File: src/rtl/lcdseq_pkg.sv
// ----------------------------------------------------------------------------
// lcdseq_pkg
// types, codes and constants shared by the character lcd bus sequencer
// ----------------------------------------------------------------------------
package lcdseq_pkg;

   localparam int POLL_COUNT_BITS_DEFAULT = 16;
   localparam int QUEUE_DEPTH_DEFAULT     = 4;

   localparam int CSR_INDEX_BITS = 2;
   localparam int CSR_DATA_BITS  = 8;

   localparam logic [CSR_INDEX_BITS-1:0] CSR_FUNCTION_SET    = 2'd0;
   localparam logic [CSR_INDEX_BITS-1:0] CSR_ENTRY_MODE      = 2'd1;
   localparam logic [CSR_INDEX_BITS-1:0] CSR_DISPLAY_CONTROL = 2'd2;

   localparam logic [7:0] FUNCTION_SET_RESET    = 8'd40;
   localparam logic [7:0] ENTRY_MODE_RESET      = 8'd6;
   localparam logic [7:0] DISPLAY_CONTROL_RESET = 8'd14;

   localparam logic [1:0] FUNC_INIT        = 2'd0;
   localparam logic [1:0] FUNC_INSTRUCTION = 2'd1;
   localparam logic [1:0] FUNC_DATA        = 2'd2;
   localparam logic [1:0] FUNC_BUSY        = 2'd3;

   localparam logic [1:0] OP_WRITE  = 2'd0;
   localparam logic [1:0] OP_READ   = 2'd1;
   localparam logic [1:0] OP_WAIT   = 2'd2;
   localparam logic [1:0] OP_REJECT = 2'd3;

   // burst kinds handed from the front to the back
   localparam logic [2:0] KIND_REJECT     = 3'd0;
   localparam logic [2:0] KIND_READ       = 3'd1;
   localparam logic [2:0] KIND_INIT       = 3'd2;
   localparam logic [2:0] KIND_WRITE      = 3'd3;
   localparam logic [2:0] KIND_WRITE_READ = 3'd4;

   localparam logic [7:0] WORD_DISPLAY_OFF = 8'h08;
   localparam logic [7:0] WORD_CLEAR       = 8'h01;
   localparam logic [3:0] NIB_FS8          = 4'h3;
   localparam logic [3:0] NIB_FS4          = 4'h2;
   localparam logic [6:0] WAIT_POWER       = 7'd50;
   localparam logic [6:0] WAIT_SECOND      = 7'd100;
   localparam logic [6:0] WAIT_SHORT       = 7'd10;

   localparam logic [3:0] INIT_LAST_STEP = 4'd8;

   typedef struct packed {
      logic [1:0] func;
      logic [7:0] byte_value;
      logic       busy_flag;
   } lcdseq_req_type;

   typedef struct packed {
      logic [1:0] bus_op;
      logic       reg_select;
      logic [3:0] nibble_out;
      logic [6:0] wait_ms;
      logic       last;
   } lcdseq_rsp_type;

   typedef struct packed {
      logic [2:0] kind;
      logic [7:0] byte_value;
      logic       reg_select;
   } lcdseq_burst_type;

   localparam int BURST_BITS = $bits(lcdseq_burst_type);

endpackage

File: src/rtl/lcdseq_queue.sv
// ----------------------------------------------------------------------------
// lcdseq_queue
// small register fifo between the command front and the bus back end
// ----------------------------------------------------------------------------
module lcdseq_queue #(
   parameter int WIDTH = 12,
   parameter int DEPTH = 4
) (
   input  logic             clock,
   input  logic             reset,
   input  logic             push,
   input  logic [WIDTH-1:0] push_data,
   output logic             full,
   input  logic             pop,
   output logic             empty,
   output logic [WIDTH-1:0] head_data
);
   localparam int PTR_BITS   = (DEPTH > 1) ? $clog2(DEPTH) : 1;
   localparam int COUNT_BITS = $clog2(DEPTH + 1);
   localparam logic [PTR_BITS-1:0]   PTR_LAST  = PTR_BITS'(DEPTH - 1);
   localparam logic [COUNT_BITS-1:0] COUNT_MAX = COUNT_BITS'(DEPTH);

   logic [WIDTH-1:0]      store_ff [DEPTH];
   logic [PTR_BITS-1:0]   wr_ptr_ff, wr_ptr_in;
   logic [PTR_BITS-1:0]   rd_ptr_ff, rd_ptr_in;
   logic [COUNT_BITS-1:0] count_ff, count_in;
   logic                  do_push, do_pop;

   assign full      = (count_ff == COUNT_MAX);
   assign empty     = (count_ff == '0);
   assign do_push   = push && !full;
   assign do_pop    = pop && !empty;
   assign head_data = store_ff[rd_ptr_ff];

   always_comb begin
      wr_ptr_in = wr_ptr_ff;
      rd_ptr_in = rd_ptr_ff;
      count_in  = count_ff;
      if (do_push) begin
         wr_ptr_in = (wr_ptr_ff == PTR_LAST) ? '0 : wr_ptr_ff + 1'b1;
      end
      if (do_pop) begin
         rd_ptr_in = (rd_ptr_ff == PTR_LAST) ? '0 : rd_ptr_ff + 1'b1;
      end
      if (do_push && !do_pop) begin
         count_in = count_ff + 1'b1;
      end else if (do_pop && !do_push) begin
         count_in = count_ff - 1'b1;
      end
   end

   always_ff @(posedge clock) begin
      if (reset) begin
         wr_ptr_ff <= '0;
         rd_ptr_ff <= '0;
         count_ff  <= '0;
      end else begin
         wr_ptr_ff <= wr_ptr_in;
         rd_ptr_ff <= rd_ptr_in;
         count_ff  <= count_in;
      end
   end

   always_ff @(posedge clock) begin
      if (do_push) begin
         store_ff[wr_ptr_ff] <= push_data;
      end
   end

endmodule

File: src/rtl/lcdseq_front.sv
// ----------------------------------------------------------------------------
// lcdseq_front
// accepts commands and busy responses, tracks the transfer state and
// queues one burst descriptor per item that causes results
// ----------------------------------------------------------------------------
module lcdseq_front #(
   parameter int POLL_COUNT_BITS = 16
) (
   input  logic                                  clock,
   input  logic                                  reset,
   input  logic                                  req_valid,
   output logic                                  req_ready,
   input  lcdseq_pkg::lcdseq_req_type            req_data,
   input  logic                                  csr_write_enable,
   input  logic [lcdseq_pkg::CSR_INDEX_BITS-1:0] csr_index,
   input  logic [lcdseq_pkg::CSR_DATA_BITS-1:0]  csr_write_data,
   input  logic                                  queue_full,
   output logic                                  burst_push,
   output lcdseq_pkg::lcdseq_burst_type          burst_data
);
   import lcdseq_pkg::*;

   logic [7:0]                 function_set_ff, entry_mode_ff, display_control_ff;
   logic                       phase_ff, phase_in;
   logic [7:0]                 pending_byte_ff, pending_byte_in;
   logic                       pending_select_ff, pending_select_in;
   logic [POLL_COUNT_BITS-1:0] poll_count_ff, poll_count_in;
   logic [2:0]                 init_index_ff, init_index_in;
   logic [POLL_COUNT_BITS-1:0] poll_next;
   logic                       accept;

   function automatic logic [7:0] init_word(input logic [2:0] k,
                                            input logic [7:0] fs,
                                            input logic [7:0] em,
                                            input logic [7:0] dc);
      logic [7:0] w;
      unique case (k)
         3'd1:    w = fs;
         3'd2:    w = WORD_DISPLAY_OFF;
         3'd3:    w = WORD_CLEAR;
         3'd4:    w = em;
         default: w = dc;
      endcase
      return w;
   endfunction

   assign req_ready = !queue_full;
   assign accept    = req_valid && req_ready;
   assign poll_next = poll_count_ff + 1'b1;

   always_comb begin
      phase_in              = phase_ff;
      pending_byte_in       = pending_byte_ff;
      pending_select_in     = pending_select_ff;
      poll_count_in         = poll_count_ff;
      init_index_in         = init_index_ff;
      burst_push            = 1'b0;
      burst_data.kind       = KIND_REJECT;
      burst_data.byte_value = pending_byte_ff;
      burst_data.reg_select = pending_select_ff;
      if (accept) begin
         if (req_data.func != FUNC_BUSY) begin
            burst_push = 1'b1;
            if (phase_ff) begin
               burst_data.kind = KIND_REJECT;
            end else if (req_data.func == FUNC_INIT) begin
               burst_data.kind   = KIND_INIT;
               init_index_in     = 3'd1;
               pending_byte_in   = function_set_ff;
               pending_select_in = 1'b0;
               poll_count_in     = '0;
               phase_in          = 1'b1;
            end else begin
               burst_data.kind   = KIND_READ;
               init_index_in     = 3'd0;
               pending_byte_in   = req_data.byte_value;
               pending_select_in = (req_data.func == FUNC_DATA);
               poll_count_in     = '0;
               phase_in          = 1'b1;
            end
         end else if (phase_ff) begin
            burst_push    = 1'b1;
            poll_count_in = poll_next;
            if (req_data.busy_flag && (poll_next != '0)) begin
               burst_data.kind = KIND_READ;
            end else if (init_index_ff >= 3'd1 && init_index_ff <= 3'd4) begin
               burst_data.kind   = KIND_WRITE_READ;
               init_index_in     = init_index_ff + 3'd1;
               pending_byte_in   = init_word(init_index_ff + 3'd1, function_set_ff,
                                             entry_mode_ff, display_control_ff);
               pending_select_in = 1'b0;
               poll_count_in     = '0;
            end else begin
               burst_data.kind = KIND_WRITE;
               init_index_in   = 3'd0;
               phase_in        = 1'b0;
            end
         end
      end
   end

   always_ff @(posedge clock) begin
      if (reset) begin
         phase_ff          <= 1'b0;
         pending_byte_ff   <= '0;
         pending_select_ff <= 1'b0;
         poll_count_ff     <= '0;
         init_index_ff     <= '0;
      end else begin
         phase_ff          <= phase_in;
         pending_byte_ff   <= pending_byte_in;
         pending_select_ff <= pending_select_in;
         poll_count_ff     <= poll_count_in;
         init_index_ff     <= init_index_in;
      end
   end

   always_ff @(posedge clock) begin
      if (reset) begin
         function_set_ff    <= FUNCTION_SET_RESET;
         entry_mode_ff      <= ENTRY_MODE_RESET;
         display_control_ff <= DISPLAY_CONTROL_RESET;
      end else if (csr_write_enable) begin
         if (csr_index == CSR_FUNCTION_SET) begin
            function_set_ff <= csr_write_data;
         end
         if (csr_index == CSR_ENTRY_MODE) begin
            entry_mode_ff <= csr_write_data;
         end
         if (csr_index == CSR_DISPLAY_CONTROL) begin
            display_control_ff <= csr_write_data;
         end
      end
   end

endmodule

File: src/rtl/lcdseq_back.sv
// ----------------------------------------------------------------------------
// lcdseq_back
// expands the burst at the head of the queue into bus operations,
// one per transfer on the result channel
// ----------------------------------------------------------------------------
module lcdseq_back (
   input  logic                         clock,
   input  logic                         reset,
   input  logic                         queue_empty,
   input  lcdseq_pkg::lcdseq_burst_type head_data,
   output logic                         queue_pop,
   output logic                         rsp_valid,
   input  logic                         rsp_ready,
   output lcdseq_pkg::lcdseq_rsp_type   rsp_data
);
   import lcdseq_pkg::*;

   logic [3:0] step_ff, step_in;
   logic       fire;

   assign rsp_valid = !queue_empty;
   assign fire      = rsp_valid && rsp_ready;
   assign queue_pop = fire && rsp_data.last;

   always_comb begin
      rsp_data = '0;
      unique case (head_data.kind)
         KIND_REJECT: begin
            rsp_data.bus_op = OP_REJECT;
            rsp_data.last   = 1'b1;
         end
         KIND_READ: begin
            rsp_data.bus_op = OP_READ;
            rsp_data.last   = 1'b1;
         end
         KIND_INIT: begin
            unique case (step_ff)
               4'd0: begin
                  rsp_data.bus_op  = OP_WAIT;
                  rsp_data.wait_ms = WAIT_POWER;
               end
               4'd2: begin
                  rsp_data.bus_op  = OP_WAIT;
                  rsp_data.wait_ms = WAIT_SECOND;
               end
               4'd4, 4'd6: begin
                  rsp_data.bus_op  = OP_WAIT;
                  rsp_data.wait_ms = WAIT_SHORT;
               end
               4'd1, 4'd3, 4'd5: begin
                  rsp_data.bus_op     = OP_WRITE;
                  rsp_data.nibble_out = NIB_FS8;
               end
               4'd7: begin
                  rsp_data.bus_op     = OP_WRITE;
                  rsp_data.nibble_out = NIB_FS4;
               end
               default: begin
                  rsp_data.bus_op = OP_READ;
                  rsp_data.last   = 1'b1;
               end
            endcase
         end
         KIND_WRITE, KIND_WRITE_READ: begin
            if (step_ff == 4'd0) begin
               rsp_data.bus_op     = OP_WRITE;
               rsp_data.reg_select = head_data.reg_select;
               rsp_data.nibble_out = head_data.byte_value[7:4];
            end else if (step_ff == 4'd1) begin
               rsp_data.bus_op     = OP_WRITE;
               rsp_data.reg_select = head_data.reg_select;
               rsp_data.nibble_out = head_data.byte_value[3:0];
               rsp_data.last       = (head_data.kind == KIND_WRITE);
            end else begin
               rsp_data.bus_op = OP_READ;
               rsp_data.last   = 1'b1;
            end
         end
         default: begin
            rsp_data.bus_op = OP_REJECT;
            rsp_data.last   = 1'b1;
         end
      endcase
   end

   always_comb begin
      step_in = step_ff;
      if (fire) begin
         step_in = rsp_data.last ? 4'd0 : step_ff + 4'd1;
      end
   end

   always_ff @(posedge clock) begin
      if (reset) begin
         step_ff <= '0;
      end else begin
         step_ff <= step_in;
      end
   end

endmodule

File: src/rtl/char_lcd_4bit_bus_sequencer_top.sv
// ----------------------------------------------------------------------------
// char_lcd_4bit_bus_sequencer_top
// bus operation sequencer for a character lcd on a 4-bit interface
// ----------------------------------------------------------------------------
// A command or busy response is taken whenever the burst queue (QUEUE_DEPTH
// entries) has room, independent of the result side. Each item turns into a
// burst of 0 to 9 results: stray busy response none, reject 1, busy read 1,
// nibble pair 2, nibble pair plus next read 3, init 9. The back end emits one
// result per cycle while rsp_ready is high, and an item holds the result
// channel until its last result is taken. Configuration writes take effect at
// the next clock edge.
module char_lcd_4bit_bus_sequencer_top #(
   parameter int POLL_COUNT_BITS = lcdseq_pkg::POLL_COUNT_BITS_DEFAULT,
   parameter int QUEUE_DEPTH     = lcdseq_pkg::QUEUE_DEPTH_DEFAULT
) (
   input  logic                                  clock,
   input  logic                                  reset,
   input  logic                                  req_valid,
   output logic                                  req_ready,
   input  lcdseq_pkg::lcdseq_req_type            req_data,
   output logic                                  rsp_valid,
   input  logic                                  rsp_ready,
   output lcdseq_pkg::lcdseq_rsp_type            rsp_data,
   input  logic                                  csr_write_enable,
   input  logic [lcdseq_pkg::CSR_INDEX_BITS-1:0] csr_index,
   input  logic [lcdseq_pkg::CSR_DATA_BITS-1:0]  csr_write_data
);
   import lcdseq_pkg::*;

   logic                  queue_full, queue_empty, queue_pop, burst_push;
   lcdseq_burst_type      burst_data, head_burst;
   logic [BURST_BITS-1:0] head_bits;

   lcdseq_front #(
      .POLL_COUNT_BITS(POLL_COUNT_BITS)
   ) u_front (
      .clock           (clock),
      .reset           (reset),
      .req_valid       (req_valid),
      .req_ready       (req_ready),
      .req_data        (req_data),
      .csr_write_enable(csr_write_enable),
      .csr_index       (csr_index),
      .csr_write_data  (csr_write_data),
      .queue_full      (queue_full),
      .burst_push      (burst_push),
      .burst_data      (burst_data)
   );

   lcdseq_queue #(
      .WIDTH(BURST_BITS),
      .DEPTH(QUEUE_DEPTH)
   ) u_queue (
      .clock    (clock),
      .reset    (reset),
      .push     (burst_push),
      .push_data(burst_data),
      .full     (queue_full),
      .pop      (queue_pop),
      .empty    (queue_empty),
      .head_data(head_bits)
   );

   assign head_burst = lcdseq_burst_type'(head_bits);

   lcdseq_back u_back (
      .clock      (clock),
      .reset      (reset),
      .queue_empty(queue_empty),
      .head_data  (head_burst),
      .queue_pop  (queue_pop),
      .rsp_valid  (rsp_valid),
      .rsp_ready  (rsp_ready),
      .rsp_data   (rsp_data)
   );

endmodule

File: config.mk
export PLATFORM = sky130hd
export DESIGN_NAME = char_lcd_4bit_bus_sequencer_top
export DESIGN_NICKNAME = d
export VERILOG_FILES = /design/src/rtl/lcdseq_pkg.sv /design/src/rtl/lcdseq_queue.sv /design/src/rtl/lcdseq_front.sv /design/src/rtl/lcdseq_back.sv /design/src/rtl/char_lcd_4bit_bus_sequencer_top.sv
export SDC_FILE = /design/constraint.sdc
export NUM_CORES = 1
export LEC_CHECK = 0
export BUFFER_PORTS_ARGS = -buffer_cell sky130_fd_sc_hd__buf_4
export CORE_MARGIN = 5
export CORE_UTILIZATION = 55
export DETAILED_ROUTE_END_ITERATION = 16
export PLACE_DENSITY = 0.86
export SLEW_MARGIN = 30
export SYNTH_ARGS = -nofsm -noshare
export SYNTH_HDL_FRONTEND = slang
export SYNTH_SLANG_ARGS = --single-unit
export TNS_END_PERCENT = 1
File: constraint.sdc
create_clock -name clock -period 2.7 [get_ports clock]
set_input_delay 0.27 -clock clock [delete_from_list [all_inputs] [get_ports clock]]
set_output_delay 0.27 -clock clock [all_outputs]
set_load 0.005 [all_outputs]
Word-level counts from Yosys, hierarchy flattened
Memory sizes are Yosys's and may differ from the RTL's. A register that Yosys moved wholly into a read port is not among the register bits.
Index checks and enable logic that the tools add are counted.
W data, S select, Z words.
{"block": "totals", "input_bits": 26, "register_bits": 64, "output_inout_bits": 17, "word_cells": 140, "ramBits": 48, "mem_count": 1}
{"block": "op_classes", "eq_ne": 24, "muxes": 61, "n_reduce_logical": 33, "n_addsub": 7, "n_lt_le_gt_ge": 2}
{"memory": "u_queue.store_ff", "depth": 4, "word_bits": 12, "read_ports": 1, "rd_clocked_by_memory_dff": 1, "write_ports": 1, "line": "lcdseq_queue.sv:23", "text": "logic [WIDTH-1:0] store_ff [DEPTH];"}
{"op": "$mux W16", "count": 5}
{"op": "$mux W8", "count": 6}
{"op": "$mux W3", "count": 13}
{"op": "$pmux W8 S4", "count": 1}
{"op": "$mux W1", "count": 21}
{"op": "$pmux W7 S3", "count": 1}
{"op": "$add A16 B1 Y16 const B", "count": 1}
{"op": "$eq A4 B3 Y1 const B", "count": 4}
{"op": "$reduce_bool A16 Y1", "count": 1}
{"op": "$eq A3 B2 Y1 const B", "count": 4}
{"op": "$mux W2", "count": 5}
{"op": "$eq A3 B3 Y1 const B", "count": 3}
{"op": "$logic_and A1 B1 Y1", "count": 9}
{"op": "$eq A2 B2 Y1 const B", "count": 4}
{"op": "$eq A4 B2 Y1 const B", "count": 2}
{"op": "$pmux W2 S2", "count": 2}
{"op": "$pmux W4 S2", "count": 1}
{"op": "$reduce_or A4 Y1", "count": 2}
{"op": "$reduce_or A8 Y1", "count": 1}
{"op": "$mux W7", "count": 1}
{"op": "$add A3 B1 Y3 const B", "count": 2}
{"op": "$eq A3 B1 Y1 const B", "count": 2}
{"op": "$mux W6", "count": 1}
{"op": "$pmux W2 S3", "count": 1}
{"op": "other kinds (23)", "count": 34}

Logic depth before layout (Yosys ltp)
{"block": "logic_depth", "ltp_word": 9, "ltp_mapped": 14, "depth_no_buf": 13}

Modules after synthesis
From an unflattened synthesis, not the netlist that was laid out.
{"block": "hier_totals", "cells_unflattened": 561, "hier_area_um2": 5895.7}
{"mod": "lcdseq_front", "area_per_inst_um2": 3126.7, "n_inst": 1, "seq_area_each_um2": 1061.0, "cells_per_inst": 376}
{"mod": "lcdseq_queue", "area_per_inst_um2": 2218.4, "n_inst": 1, "seq_area_each_um2": 1621.6, "cells_per_inst": 112}
{"mod": "lcdseq_back", "area_per_inst_um2": 550.5, "n_inst": 1, "seq_area_each_um2": 80.1, "cells_per_inst": 73}

Worst setup path after synthesis
Ideal clock, no wire load.
{"block": "synth_path", "path_kind": "reg-to-reg", "startpoint": "register with a tool-made name", "endpoint": "register u_queue.count_ff[2]", "arrival_ns": 2.845, "setup_slack_ns": -0.215, "synth_period_minus_slack_ns": 2.915, "setup_ns": 0.070, "path_buffers": 0, "required_ns": 2.630, "path_stages_with_launch": 12, "path_cell_list": "dfxtp_1 > mux4_2 > nor4bb_1 > a311oi_1 > a21o_1 > nand2_1 > ha_1 > inv_1 > fa_1 > xor2_1 > or3_1 > a21oi_1"}
{"item": "to (signal assigned)", "line": "lcdseq_queue.sv:60", "text": "count_ff <= count_in;"}
{"item": "to (decl)", "line": "lcdseq_queue.sv:26", "text": "logic [COUNT_BITS-1:0] count_ff, count_in;"}

==> summary.md <==
| Metric | Value |
|---|---|
| TritonCTS buffer count | 17 |
| Number of flops mapped to enable cells by yosys | 48 |
| Routed via count | 4943 |
| Wire length per cell | 19.2 um |
| Mean number of vias per cell | 6.23 |
| TritonCTS clock tree | done |
| Synthesized cell area | 0.00586 mm2 |
| Yosys reg bits | 114 |
| Startpoint Class | flip-flop |
| Total Routed Length | 15.2 mm |
| Mean Syn Cell Area | roughly 10 um2 |
| Starting Density | 0.565 |
| Port buffer count | approximately 40 |
| Ys flop type | dfxtp_1 |
| Netlist cell types | ~70 |
| Die Ht | 113 um |
| Placer Congestion | 0.873 |
| Post-synthesis sequential area ratio | 0.472 |
| Clock Skews | 0.00632 ns |
| Syn Inst Count | 574 |
| Die Span X | 113 um |
| Core Area | 0.0104 mm2 |
| Req. time, crit path | 3.15 ns |
| GR Util All Layers | 0.242 |
| Layout Area Growth over Synthesis | 23.9% |
| Status | finished, violations left |
| Placed Area | 0.00644 mm2 |
| Post-layout nets | 689 |
| Most frequent cells in the layout | 79 x buf_4, 65 x nor2_1, 62 x dfxtp_1 |
| Crit-path max FO | 3 |
| Endpoint type of the worst setup path | flip-flop |
| Leakage | 2.82 nW |
| Setup slack, reg-to-reg | -0.22 ns |
| Crit path max-delay family | simple AND/OR/NAND/NOR gates |
| Number of DRC markers in iteration 0 | 536 |
| Max VDD drop | 0.000532 V |
| Fmax | 0.343 GHz |
| Largest net degree at the start of global routing | 64 |
| DRC | 0 |
| I/O pin cnt | 43 |
| CP endpoint | u_queue.count_ff[2] |
| Min Clock Period, post-route | between 2 and 3 ns |
| Proportion of layout cells with a drive suffix above 1 | 0.256 |
| Cells on worst reg2reg path | 11 |
| Slowest CP cell | mux4_2 |
| Final hold vios | 0 |
| Tot Pwr | 5.88 mW |
| Crit path arrival time | 3.36 ns |
| Period utilisation layout | 1.08 |
| Worst hold path class | input pin to flip-flop |
| RR Endpoint | u_queue.count_ff[2] |
| Detail Placement HPWL | 9.65 mm |
| Vias in the first global route | 4913 |
| Final setup vio count | 11 |
| Syn nets | 619 |
| Fin worst setup slack | -0.216 ns |
| DRT Pass-1 Iters | 7 |
| Global-route wire length before repair | 24.6 mm |
| Clock Tree Root | clkbuf_8 |
| Worst-path clk slew | 0.06 ns |
| Critical path type | flip-flop to flip-flop |
| Asr flop ratio synth | 0 |
| Final Instance Area | between 0.007 and 0.008 mm2 |
| N_diodes | 0 |
| Commonest non-fill, non-tap cell in the layout | buf_4 |
| H-tree depth | 4 |
| Relative slew slack | 0.543 |
| TritonCTS Sinks | 114 |
| Failing checks | setup timing |
| Worst slew pin tran | 0.686 ns |
| Unrepaired setup endpoints after global routing | true |
| Die Footprint | 0.0128 mm2 |
| Synth warn | 0 |
| CTS max path bufs | 2 |
| Clock Latency Late Sink | 0.52 ns |
| Power per cell area | 810 mW/mm2 |
| Initial antenna violation count | 0 |
| Final ANT Viol Nets | 0 |
| GRT overflow | 0 |
| Worst Path Buf+Inv | 1 |
| Crit path cell chain | mux4_2 -> nor4bb_4 -> a311oi_2 -> a21o_1 -> nand2_2 -> ha_4 -> inv_2 -> fa_2 -> xor2_1 -> or3_1 -> a21oi_2 |
| Worst path depth | 11 |
| Number of max-cap violations | 0 |
| Final Max Slew Viols | 0 |
| Site row count | 37 |
| CP peak stage delay | between 0.5 and 0.6 ns |
[cell type report]
type                       count  area [um2]
tap                          136         170
clock inverter                12         154
multi-input combinational    404        2930
inverter                      17        63.8
timing repair buffer          90         717
fill                         704        3110
sequential                   114        2770
clock buffer                  20         457
[sequential cells by signal (all words and copies together) (netlist names), named ones only]
signal,flops
u_front.init_index_ff,3
u_back.step_ff,4
u_front.display_control_ff,8
u_front.phase_ff,1
u_front.poll_count_ff,16
u_queue.count_ff,3
u_queue.wr_ptr_ff,2
u_queue.rd_ptr_ff,2
u_front.pending_byte_ff,8
u_front.pending_select_ff,1
u_queue.store_ff,48
u_front.entry_mode_ff,8
u_front.function_set_ff,8
[worst min path at each step]
stage                                               end  cells after the start                           from  slack, ns
after floorplan              u_front.function_set_ff[3]                      1              csr_write_data[3]       0.39
after global placement         u_front.entry_mode_ff[2]                      1       u_front.entry_mode_ff[2]       0.44
after detailed placement  u_front.display_control_ff[2]                      1  u_front.display_control_ff[2]       0.45
after CTS                    u_front.function_set_ff[2]                      3              csr_write_data[2]       0.07
after global routing         u_front.function_set_ff[2]                      3              csr_write_data[2]       0.09
final                        u_front.function_set_ff[2]                      3              csr_write_data[2]       0.09
[metal layers]
metal  GRT usage  up-vias  part of all wire
met5           0        -                 0
met4       0.123        0             0.041
met3      0.0503       61             0.057
met2       0.425      230              0.52
met1       0.277     2367              0.38
li1            -     2285                 -
[cells by family (layout without fill, tap and decap cells)]
family / Yosys count / in the layout / share of synthesized area
AND/OR/NAND/NOR: 211 / 211 / 0.179
AO/OA/AOI/OAI: 117 / 117 / 0.140
flip-flops: 114 / 114 / 0.472
buffers and inverters: 56 / 139 / 0.0455
multiplexers: 48 / 48 / 0.109
adder cells (fa/ha/maj): 19 / 19 / 0.0419
XOR/XNOR: 8 / 8 / 0.0120
other: 1 / 1 / 0.000640
[cell usage after synthesis, drive strengths merged (2+ instances only)]
library cell	number	area share
and3	4	0.0043
a211oi	2	0.0034
nand3	21	0.018
a21oi	35	0.031
or2	2	0.0021
a211o	13	0.021
a31oi	4	0.0043
nand4	12	0.013
a222oi	6	0.010
dfxtp	66	0.23
inv	16	0.010
nor2b	7	0.0075
mux2	6	0.012
a22oi	8	0.010
nor3	7	0.0060
edfxtp	48	0.25
nand2	44	0.028
o22ai	3	0.0032
mux2i	30	0.051
nand2b	4	0.0043
nor4	4	0.0043
buf	17	0.020
nand3b	2	0.0026
xor2	3	0.0045
o31ai	5	0.0064
and3b	2	0.0030
xnor2	5	0.0075
mux4	12	0.046
clkbuf	22	0.014
o311ai	6	0.0090
ha	18	0.038
or4	2	0.0026
and4	2	0.0034
nand4b	7	0.010
and2	14	0.015
a311oi	3	0.0045
o21ai	16	0.014
or3	9	0.0096
nor2	66	0.042
a21o	4	0.0053
[power breakdown]
part	switching [mW]	internal, mW	total (mW)
sequential	0.107	1.96	2.07
combinational	0.783	0.744	1.53
clock	0.802	1.49	2.29
[what timing repair did]
action,in CTS,in global routing
buffers inserted,3,1
endpoints found under the hold margin,7,0
gates resized for setup,19,12
pin swaps,5,7
setup endpoints to repair,21,41
hold buffers,7,0
[per-stage QoR]
step	util	hold slack, ns	setup slack, ns	cells	setup TNS [ns]
after CTS	0.696	0.0749	-0.143	792	-0.412
after floorplan	-	0.388	-0.00936	574	-0.00936
after detailed placement	0.622	0.453	-0.103	750	-0.164
after global routing	0.700	0.0942	-0.307	793	-3.74
final	0.700	0.0937	-0.216	793	-0.918
after global placement	0.622	0.443	0.0458	750	0
[worst register-to-register path: stages (launching register included)]
cell,delay (ns)
dfxtp_4,0.38
mux4_2,0.59
nor4bb_4,0.36
a311oi_2,0.06
a21o_1,0.20
nand2_2,0.11
ha_4,0.15
inv_2,0.03
fa_2,0.33
xor2_1,0.16
or3_1,0.34
a21oi_2,0.12
Note: power is estimated with default switching activity, not from simulation.
